$ cat config.mk
export PLATFORM = sky130hd
export DESIGN_NAME = tick_counter_to_calendar_time
export DESIGN_NICKNAME = d
export VERILOG_FILES = /design/src/rtl/core/tcc_pkg.sv /design/src/rtl/core/tcc_base.sv /design/src/rtl/core/tick_counter_to_calendar_time.sv
export SDC_FILE = /design/constraint.sdc
export NUM_CORES = 2
export LEC_CHECK = 0
export ABC_AREA = 1
export BUFFER_PORTS_ARGS = -buffer_cell sky130_fd_sc_hd__buf_2
export CAP_MARGIN = 20
export CORE_UTILIZATION = 40
export CTS_CLUSTER_DIAMETER = 30
export DETAILED_ROUTE_END_ITERATION = 16
export GPL_TIMING_DRIVEN = 1
export PLACE_DENSITY = 0.6
export SLEW_MARGIN = 10
export SYNTH_ARGS = -nofsm -noshare
export SYNTH_HDL_FRONTEND = slang
export SYNTH_SLANG_ARGS = --single-unit
$ cat constraint.sdc
create_clock -name clk_i -period 8.9 [get_ports clk_i]
set_input_delay 0.89 -clock clk_i [delete_from_list [all_inputs] [get_ports clk_i]]
set_output_delay 0.89 -clock clk_i [all_outputs]
set_load 0.05 [all_outputs]
$ cat src/rtl/core/tcc_pkg.sv
package tcc_pkg;

  localparam int unsigned CfgDataW = 11;
  localparam int unsigned CfgIdxW  = 3;

  typedef enum logic [CfgIdxW-1:0] {
    REG_BASE_SECOND = 3'd0,
    REG_BASE_MINUTE = 3'd1,
    REG_BASE_HOUR   = 3'd2,
    REG_BASE_DAY    = 3'd3,
    REG_BASE_MONTH  = 3'd4,
    REG_BASE_YEAR   = 3'd5,
    REG_ZONE_OFFSET = 3'd6
  } reg_idx_e;

  localparam logic [5:0]  RstBaseSecond = 6'd55;
  localparam logic [5:0]  RstBaseMinute = 6'd23;
  localparam logic [4:0]  RstBaseHour   = 5'd14;
  localparam logic [4:0]  RstBaseDay    = 5'd11;
  localparam logic [3:0]  RstBaseMonth  = 4'd5;
  localparam logic [6:0]  RstBaseYear   = 7'd14;
  localparam logic [10:0] RstZoneOffset = 11'd0;

  localparam logic [31:0] DaysPerQuad = 32'd1461;

  // reciprocal multipliers for exact unsigned division
  localparam logic [31:0] RecipDiv100  = 32'h51EB851F; // >> 37
  localparam logic [31:0] RecipDiv60   = 32'h88888889; // >> 37
  localparam logic [31:0] RecipDiv24   = 32'hAAAAAAAB; // >> 36
  localparam logic [29:0] RecipDiv1461 = 30'd752574694; // >> 40, inputs below 2^22

  // cumulative days at the start of each month within a four-year block
  localparam logic [10:0] QUAD_DAYS [4][12] = '{
    '{11'd0,    11'd31,   11'd60,   11'd91,   11'd121,  11'd152,
      11'd182,  11'd213,  11'd244,  11'd274,  11'd305,  11'd335},
    '{11'd366,  11'd397,  11'd425,  11'd456,  11'd486,  11'd517,
      11'd547,  11'd578,  11'd609,  11'd639,  11'd670,  11'd700},
    '{11'd731,  11'd762,  11'd790,  11'd821,  11'd851,  11'd882,
      11'd912,  11'd943,  11'd974,  11'd1004, 11'd1035, 11'd1065},
    '{11'd1096, 11'd1127, 11'd1155, 11'd1186, 11'd1216, 11'd1247,
      11'd1277, 11'd1308, 11'd1339, 11'd1369, 11'd1400, 11'd1430}
  };

  typedef struct packed {
    logic [31:0] seconds;
    logic [10:0] zone;
  } base_t;

endpackage

$ cat src/rtl/core/tcc_base.sv
module tcc_base (
  input  logic                          clk_i,
  input  logic                          rst_ni,
  input  logic                          cfg_we_i,
  input  logic [tcc_pkg::CfgIdxW-1:0]   cfg_idx_i,
  input  logic [tcc_pkg::CfgDataW-1:0]  cfg_data_i,
  output tcc_pkg::base_t                base_o
);

  logic [5:0]  sec_q;
  logic [5:0]  min_q;
  logic [4:0]  hour_q;
  logic [4:0]  day_q;
  logic [3:0]  month_q;
  logic [6:0]  year_q;
  logic [10:0] zone_q;

  always_ff @(posedge clk_i or negedge rst_ni) begin
    if (!rst_ni) begin
      sec_q   <= tcc_pkg::RstBaseSecond;
      min_q   <= tcc_pkg::RstBaseMinute;
      hour_q  <= tcc_pkg::RstBaseHour;
      day_q   <= tcc_pkg::RstBaseDay;
      month_q <= tcc_pkg::RstBaseMonth;
      year_q  <= tcc_pkg::RstBaseYear;
      zone_q  <= tcc_pkg::RstZoneOffset;
    end else if (cfg_we_i) begin
      unique case (tcc_pkg::reg_idx_e'(cfg_idx_i))
        tcc_pkg::REG_BASE_SECOND: sec_q   <= cfg_data_i[5:0];
        tcc_pkg::REG_BASE_MINUTE: min_q   <= cfg_data_i[5:0];
        tcc_pkg::REG_BASE_HOUR:   hour_q  <= cfg_data_i[4:0];
        tcc_pkg::REG_BASE_DAY:    day_q   <= cfg_data_i[4:0];
        tcc_pkg::REG_BASE_MONTH:  month_q <= cfg_data_i[3:0];
        tcc_pkg::REG_BASE_YEAR:   year_q  <= cfg_data_i[6:0];
        tcc_pkg::REG_ZONE_OFFSET: zone_q  <= cfg_data_i;
        default: ;
      endcase
    end
  end

  // base date-time to seconds, two registered steps, mod 2^32
  logic [3:0]  mon_idx;
  logic [31:0] days_d, days_q;
  logic [31:0] secs_d, secs_q;

  always_comb begin
    priority if (month_q == 4'd0) begin
      mon_idx = 4'd0;
    end else if (month_q > 4'd12) begin
      mon_idx = 4'd11;
    end else begin
      mon_idx = month_q - 4'd1;
    end
    days_d  = 32'(year_q[6:2]) * tcc_pkg::DaysPerQuad
            + 32'(tcc_pkg::QUAD_DAYS[year_q[1:0]][mon_idx])
            + 32'(day_q) - 32'd1;
    secs_d  = days_q * 32'd86400 + 32'(hour_q) * 32'd3600
            + 32'(min_q) * 32'd60 + 32'(sec_q);
  end

  always_ff @(posedge clk_i) begin
    days_q  <= days_d;
    secs_q  <= secs_d;
  end

  assign base_o.seconds = secs_q;
  assign base_o.zone    = zone_q;

endmodule

$ cat src/rtl/core/tick_counter_to_calendar_time.sv
// Tick counter to calendar time.
// s_axis carries one 32-bit count of 90 ms ticks per word. m_axis returns one
// word per input word: second, minute, hour, day, month and year since 2000,
// found by adding 9 s per whole hundred ticks of the count to the configured base
// date-time and the signed zone offset to the minutes.
// The cfg port writes the base date-time and zone registers; write it only
// while no word is in flight. A write passes through days_q and secs_q in
// tcc_base before any later input word reaches the point where the base is added.
// Ten register stages, from tick_q to the *9_q output stage. Throughput: one
// word per cycle while m_axis_tready is high, set by the stage chain of
// reciprocal multipliers (at most one such product per stage).
// Each stage holds while the stage after it is full and stalled, so empty
// stages keep filling while m_axis_tready is low; s_axis_tready drops only
// when every stage holds a word.
// Reset clears all stage valid bits and loads the base registers with
// 2014-05-11 14:23:55 and zone offset zero.
module tick_counter_to_calendar_time (
  input  logic                          clk_i,
  input  logic                          rst_ni,
  input  logic                          s_axis_tvalid,
  output logic                          s_axis_tready,
  input  logic [31:0]                   s_axis_tdata,  // tick_count
  output logic                          m_axis_tvalid,
  input  logic                          m_axis_tready,
  // second[5:0], minute[11:6], hour[16:12], day[21:17], month[25:22], year[32:26]
  output logic [39:0]                   m_axis_tdata,
  input  logic                          cfg_we_i,
  input  logic [tcc_pkg::CfgIdxW-1:0]   cfg_idx_i,
  input  logic [tcc_pkg::CfgDataW-1:0]  cfg_data_i
);

  localparam int unsigned NumStages = 10;

  tcc_pkg::base_t base;

  tcc_base u_base (
    .clk_i      (clk_i),
    .rst_ni     (rst_ni),
    .cfg_we_i   (cfg_we_i),
    .cfg_idx_i  (cfg_idx_i),
    .cfg_data_i (cfg_data_i),
    .base_o     (base)
  );

  // stage control
  logic [NumStages-1:0] v_d, v_q;
  logic [NumStages-1:0] en;

  always_comb begin
    en[NumStages-1] = !v_q[NumStages-1] || m_axis_tready;
    for (int k = NumStages - 2; k >= 0; k--) begin
      en[k] = !v_q[k] || en[k+1];
    end
    v_d[0] = en[0] ? s_axis_tvalid : v_q[0];
    for (int k = 1; k < NumStages; k++) begin
      v_d[k] = en[k] ? v_q[k-1] : v_q[k];
    end
  end

  always_ff @(posedge clk_i or negedge rst_ni) begin
    if (!rst_ni) begin
      v_q <= '0;
    end else begin
      v_q <= v_d;
    end
  end

  // datapath
  logic [31:0] tick_q;
  logic [63:0] prod1;
  logic [25:0] q1_d, q1_q;
  logic [31:0] s2_d, s2_q;
  logic [31:0] s3_q;
  logic [63:0] prod3;
  logic [26:0] m3_d, m3_q;
  logic [31:0] m4x60;
  logic [5:0]  sec4_d, sec4_q;
  logic [31:0] t4_d, t4_q;
  logic [5:0]  sec5_q;
  logic [31:0] t5_q;
  logic [63:0] prod5;
  logic [26:0] h5_d, h5_q;
  logic [31:0] h6x60;
  logic [58:0] prod6;
  logic [5:0]  sec6_q;
  logic [5:0]  min6_d, min6_q;
  logic [26:0] h6_q;
  logic [21:0] d6_d, d6_q;
  logic [26:0] d7x24;
  logic [51:0] prod7;
  logic [5:0]  sec7_q;
  logic [5:0]  min7_q;
  logic [4:0]  hr7_d, hr7_q;
  logic [21:0] d7_q;
  logic [10:0] q47_d, q47_q;
  logic [21:0] q4x1461;
  logic [5:0]  sec8_q;
  logic [5:0]  min8_q;
  logic [4:0]  hr8_q;
  logic [10:0] rem8_d, rem8_q;
  logic [4:0]  quad8_q;
  logic [1:0]  yr9;
  logic [3:0]  mon9;
  logic [10:0] day_off9;
  logic [5:0]  sec9_q;
  logic [5:0]  min9_q;
  logic [4:0]  hr9_q;
  logic [4:0]  day9_d, day9_q;
  logic [3:0]  month9_d, month9_q;
  logic [6:0]  year9_d, year9_q;

  always_comb begin
    // whole hundreds of ticks, then 9 s each plus base
    prod1 = 64'(tick_q) * 64'(tcc_pkg::RecipDiv100);
    q1_d  = prod1[62:37];
    s2_d  = 32'(q1_q) * 32'd9 + base.seconds;
    // seconds / 60
    prod3 = 64'(s2_q) * 64'(tcc_pkg::RecipDiv60);
    m3_d  = prod3[63:37];
    m4x60 = 32'(m3_q) * 32'd60;
    sec4_d = 6'(s3_q - m4x60);
    t4_d   = 32'(m3_q) + {{21{base.zone[10]}}, base.zone};
    // minutes / 60
    prod5 = 64'(t4_q) * 64'(tcc_pkg::RecipDiv60);
    h5_d  = prod5[63:37];
    h6x60  = 32'(h5_q) * 32'd60;
    min6_d = 6'(t5_q - h6x60);
    // hours / 24
    prod6 = 59'(h5_q) * 59'(tcc_pkg::RecipDiv24);
    d6_d  = prod6[57:36];
    d7x24 = 27'(d6_q) * 27'd24;
    hr7_d = 5'(h6_q - d7x24);
    // days / 1461
    prod7 = 52'(d6_q) * 52'(tcc_pkg::RecipDiv1461);
    q47_d = prod7[50:40];
    q4x1461 = 22'(q47_q) * 22'(tcc_pkg::DaysPerQuad);
    rem8_d  = 11'(d7_q - q4x1461);
    // year and month inside the four-year block
    priority if (rem8_q >= tcc_pkg::QUAD_DAYS[3][0]) begin
      yr9 = 2'd3;
    end else if (rem8_q >= tcc_pkg::QUAD_DAYS[2][0]) begin
      yr9 = 2'd2;
    end else if (rem8_q >= tcc_pkg::QUAD_DAYS[1][0]) begin
      yr9 = 2'd1;
    end else begin
      yr9 = 2'd0;
    end
    mon9 = 4'd0;
    for (int m = 1; m < 12; m++) begin
      if (rem8_q >= tcc_pkg::QUAD_DAYS[yr9][m]) begin
        mon9 = 4'(m);
      end
    end
    day_off9 = rem8_q - tcc_pkg::QUAD_DAYS[yr9][mon9];
    day9_d   = 5'(day_off9 + 11'd1);
    month9_d = mon9 + 4'd1;
    year9_d  = {quad8_q, yr9};
  end

  always_ff @(posedge clk_i) begin
    if (en[0]) begin
      tick_q <= s_axis_tdata;
    end
    if (en[1]) begin
      q1_q <= q1_d;
    end
    if (en[2]) begin
      s2_q <= s2_d;
    end
    if (en[3]) begin
      s3_q <= s2_q;
      m3_q <= m3_d;
    end
    if (en[4]) begin
      sec4_q <= sec4_d;
      t4_q   <= t4_d;
    end
    if (en[5]) begin
      sec5_q <= sec4_q;
      t5_q   <= t4_q;
      h5_q   <= h5_d;
    end
    if (en[6]) begin
      sec6_q <= sec5_q;
      min6_q <= min6_d;
      h6_q   <= h5_q;
      d6_q   <= d6_d;
    end
    if (en[7]) begin
      sec7_q <= sec6_q;
      min7_q <= min6_q;
      hr7_q  <= hr7_d;
      d7_q   <= d6_q;
      q47_q  <= q47_d;
    end
    if (en[8]) begin
      sec8_q  <= sec7_q;
      min8_q  <= min7_q;
      hr8_q   <= hr7_q;
      rem8_q  <= rem8_d;
      quad8_q <= q47_q[4:0];
    end
    if (en[9]) begin
      sec9_q   <= sec8_q;
      min9_q   <= min8_q;
      hr9_q    <= hr8_q;
      day9_q   <= day9_d;
      month9_q <= month9_d;
      year9_q  <= year9_d;
    end
  end

  // stage names above: tick_q is stage 0, *9_q is the output stage
  assign s_axis_tready = en[0];
  assign m_axis_tvalid = v_q[NumStages-1];
  assign m_axis_tdata  = {7'd0, year9_q, month9_q, day9_q, hr9_q, min9_q, sec9_q};

`ifndef NO_ASSERTIONS
  a_ready_when_out_empty: assert property (@(posedge clk_i) disable iff (!rst_ni)
    !m_axis_tvalid |-> s_axis_tready)
    else $error("input stalled while output stage is empty");

  a_out_ranges: assert property (@(posedge clk_i) disable iff (!rst_ni)
    m_axis_tvalid |-> (sec9_q < 6'd60) && (min9_q < 6'd60) && (hr9_q < 5'd24)
                      && (month9_q >= 4'd1) && (month9_q <= 4'd12) && (day9_q != 5'd0))
    else $error("calendar field out of range");

  a_stage_holds: assert property (@(posedge clk_i) disable iff (!rst_ni)
    (v_q[5] && !en[5]) |=> v_q[5])
    else $error("stalled word lost in pipeline");

  a_no_stall_out_free: assert property (@(posedge clk_i) disable iff (!rst_ni)
    (m_axis_tready || !m_axis_tvalid) |-> (en == {NumStages{1'b1}}))
    else $error("stage held while output is free");
`endif

endmodule
==> metrics.md <==
| Metric | Value |
|---|---|
| Rows | 171 |
| Vias in the first global route | 68.14k |
| Routed len/inst | approximately 18 um |
| Seq/Total Area, Yosys | 14.54% |
| Post-CTS Hold Fix Bufs | 0 |
| Drt initial violations | 3349 |
| Met2 Track Usage GR | between 30 and 40% |
| Syn Inst Count | 9458 |
| Clk root buf | clkbuf_16 |
| Crit start category | flop |
| R2r startpoint | tick_q[10]$_DFFE_PP_ |
| Met3 usage | under 10% |
| CTS buffer count | roughly 110 |
| Sum Neg Setup Slack | 0 ns |
| Highest Clock Rate | roughly 130 MHz |
| Clk sinks | ~450 |
| Critical path class | flop to flop |
| Worst path arrival time | roughly 8.0 ns |
| DPL Wire Length | around 200000 um |
| IO buf count | 85 |
| Total wire length | between 200000 and 250000 um |
| Post-synthesis register bit count | about 450 |
| Post-CTS Resized | 0 |
| Worst-margin pin slew | 1.099 ns |
| First-pass GRT wire length | roughly 360000 um |
| Area grow syn2layout | 9.301% |
| Period utilization | 84.72% |
| Total gr overflow | 0 |
| DR vias | about 63k |
| Synth Warn # | 0 |
| Die ar. | between 200000 and 250000 um2 |
| FF-to-FF End | q1_q[25]$_DFFE_PP_ |
| Main synth FF type | edfxtp_1 |
| Slew margin rel. | 25.95% |
| Diode count | 0 |
| Async SR Flop Fraction | a little under an eighth |
| Final setup violation count | 0 |
| Antenna violations before repair | 0 |
| Final-report hold violation count | 0 |
| Most common cell after layout, fill and taps aside | inv_1 |
| Post-CTS Repair Setup Buffers | 0 |
| RSZ-0062 raised after global routing | no |
| Library cells used by synthesis | 73 |
| Initial Utilization | about two fifths |
| Met1 GRT Util | 27.27% |
| Worst path required time | ~9.4 ns |
| Drt drc | 0 |
| Mapped Avg Cell Area | between 9 and 10 um2 |
| Most Used Layer, Global Route | met2 |
| Largest net degree at the start of global routing | 55 |
| Setup crit end kind | flop |
| Fraction of final layout cells sized beyond drive strength 1 | under 10% |
| Clock Skew | 0.03767 ns |
| Clock insertion delay at the later pin of the skew report | between 0.7 and 0.8 ns |
| EDFF count, synth | 341 |
| Longest Clk Path Bufs | 3 |
| Detail Route Antenna Nets | 0 |
| Cells on worst reg2reg path | 23 |
| Crit path from | tick_q[10]$_DFFE_PP_ |
| Synthesized area | ~88000 um2 |
| Number of fill cells | 21.07k |
| GPL Wtd Cong | approximately 0.97 |
| Slew Viols, Final | 0 |
| Initial DRT Pass Iterations | 6 |
| Minimum clock period | between 7 and 8 ns |
| # H-tree levels | 3 |
| Outcome | finished, final reports clean |
| Worst-path maximum fanout | 10 |
| Ports | 93 |
| CTS tree | yes |
| Crit path to | q1_q[25]$_DFFE_PP_ |
| Die Wd | 470.4 um |
| All-Layer GR Usage | 20.90% |
| Worst R2R Setup Slack | about 1.4 ns |
| Clk slew on worst S/H paths | roughly 0.050 ns |
| Hold Crit Class | input pin to asynchronous set/reset pin |
| Final net count | 12.80k |
| Routed vias/inst | roughly 5 |
| CORE AREA | approximately 220000 um2 |
| Die extent in y | roughly 470 um |
| Most frequent cells in the layout | 2699 x inv_1, 1811 x ha_1, 1278 x fa_1, 845 x nand2_1, 551 x a21oi_1 |
| MaxCap Viol Count | 0 |
[logic make-up (layout without fill, tap and decap cells)]
group                      after synthesis  in the layout  share of synthesized area [%]
AOI/OAI and AO/OA                     1171           1171                          7.566
xor gates and xnor gates               315            315                          3.153
adders and majority gates             3089           3089                          54.98
buffers and inverters                 2732           3027                          11.73
DFF                                    452            452                          14.54
muxes                                    5              5                        0.06274
other                                    1              7                       0.004274
and+or+nand+nor                       1693           1693                          7.961
[critical path: stages, from the launching register on]
cell      delay (ns)
edfxtp_1        0.77
ha_1            0.41
fa_1            0.50
inv_1           0.05
fa_1            0.48
fa_1            0.55
inv_1           0.06
fa_1            0.49
inv_1           0.06
fa_1            0.47
inv_1           0.05
fa_1            0.51
fa_1            0.43
ha_1            0.37
nand2_1         0.11
nor4_1          0.32
nand3_1         0.11
o21ai_0         0.31
nand2_1         0.16
a31oi_1         0.25
a21boi_0        0.20
o21ai_0         0.31
a21oi_1         0.13
xor2_1          0.16
[cell type report]
class                   instances  area, um2  share of cell area [%]
well taps                    2854       3571                   3.723
flip-flops and latches        452      12760                   13.30
multi-input cells            6280      64720                   67.48
inverters                    2710      10180                   10.61
clock buffers                 129       3043                   3.173
repair buffers                101      555.5                  0.5792
clock inverters                87       1082                   1.128
[registers in the layout, summed over array words and instances, names as in the netlist, 22 cells and up]
register       flops
d6_q              22
h5_q              27
m3_q              27
q1_q              26
s2_q              32
t4_q              29
tick_q            32
u_base.days_q     25
u_base.secs_q     32
[cells in the mapped netlist (14+ instances only)]
cell type / number / area share [%]
xnor2_1: 111 / 1.1
a21o_1: 29 / 0.25
xor2_1: 203 / 2.0
a21oi_1: 551 / 3.1
ha_1: 1811 / 26
inv_1: 2702 / 12
o31ai_1: 18 / 0.15
o21bai_1: 16 / 0.14
o221ai_1: 15 / 0.15
o21ai_0: 293 / 1.7
o211ai_1: 28 / 0.24
nor4_1: 24 / 0.17
fa_1: 1278 / 29
a31oi_1: 93 / 0.66
edfxtp_1: 341 / 12
nor2_1: 500 / 2.1
nand2_1: 846 / 3.6
nor3_1: 58 / 0.33
nand4_1: 52 / 0.37
o21a_1: 40 / 0.34
dfrtp_1: 34 / 0.97
nand3_1: 171 / 0.98
a21boi_0: 14 / 0.12
dfstp_2: 20 / 0.60
dfxtp_1: 57 / 1.3
[stage by stage]
step	util (%)	worst slack (ns)	hold WS, ns	std cells	area (um2)
final	44.08	1.360	0.2630	12613	95910
after global routing	44.08	0.9901	0.2883	12613	95910
after CTS	44.07	1.443	0.2337	12612	95890
after detailed placement	42.17	1.482	0.4045	12396	91770
after global placement	42.17	1.535	0.4015	12396	91770
after floorplan	-	0.1922	0.3951	9464	87780
[worst min-delay path by stage]
stage | endpoint | startpoint | slack, ns | depth (start not counted)
2_1_floorplan | u_base.secs_q[0]$_DFF_P_ | u_base.sec_q[0]$_DFFE_PN1P_ | 0.40 | 0
3_3_place_gp | sec6_q[1]$_DFFE_PP_ | sec5_q[1]$_DFFE_PP_ | 0.40 | 0
3_5_place_dp | min7_q[4]$_DFFE_PP_ | min6_q[4]$_DFFE_PP_ | 0.40 | 0
4_1_cts | u_base.zone_q[0]$_DFFE_PN0P_ | rst_ni | 0.23 | 1
5_1_grt | u_base.zone_q[0]$_DFFE_PN0P_ | rst_ni | 0.29 | 1
6_report | u_base.month_q[3]$_DFFE_PN0P_ | rst_ni | 0.26 | 1
[layer usage]
layer	part of all wire, %	vias to the layer above
li1	-	30300
met1	44	31201
met5	0	-
met4	2.8	0
met2	49	1307
met3	3.9	307
Power is left out: the tool's default activity adds up to more than one toggle a clock period on the data nets, which glitch-free logic cannot reach.
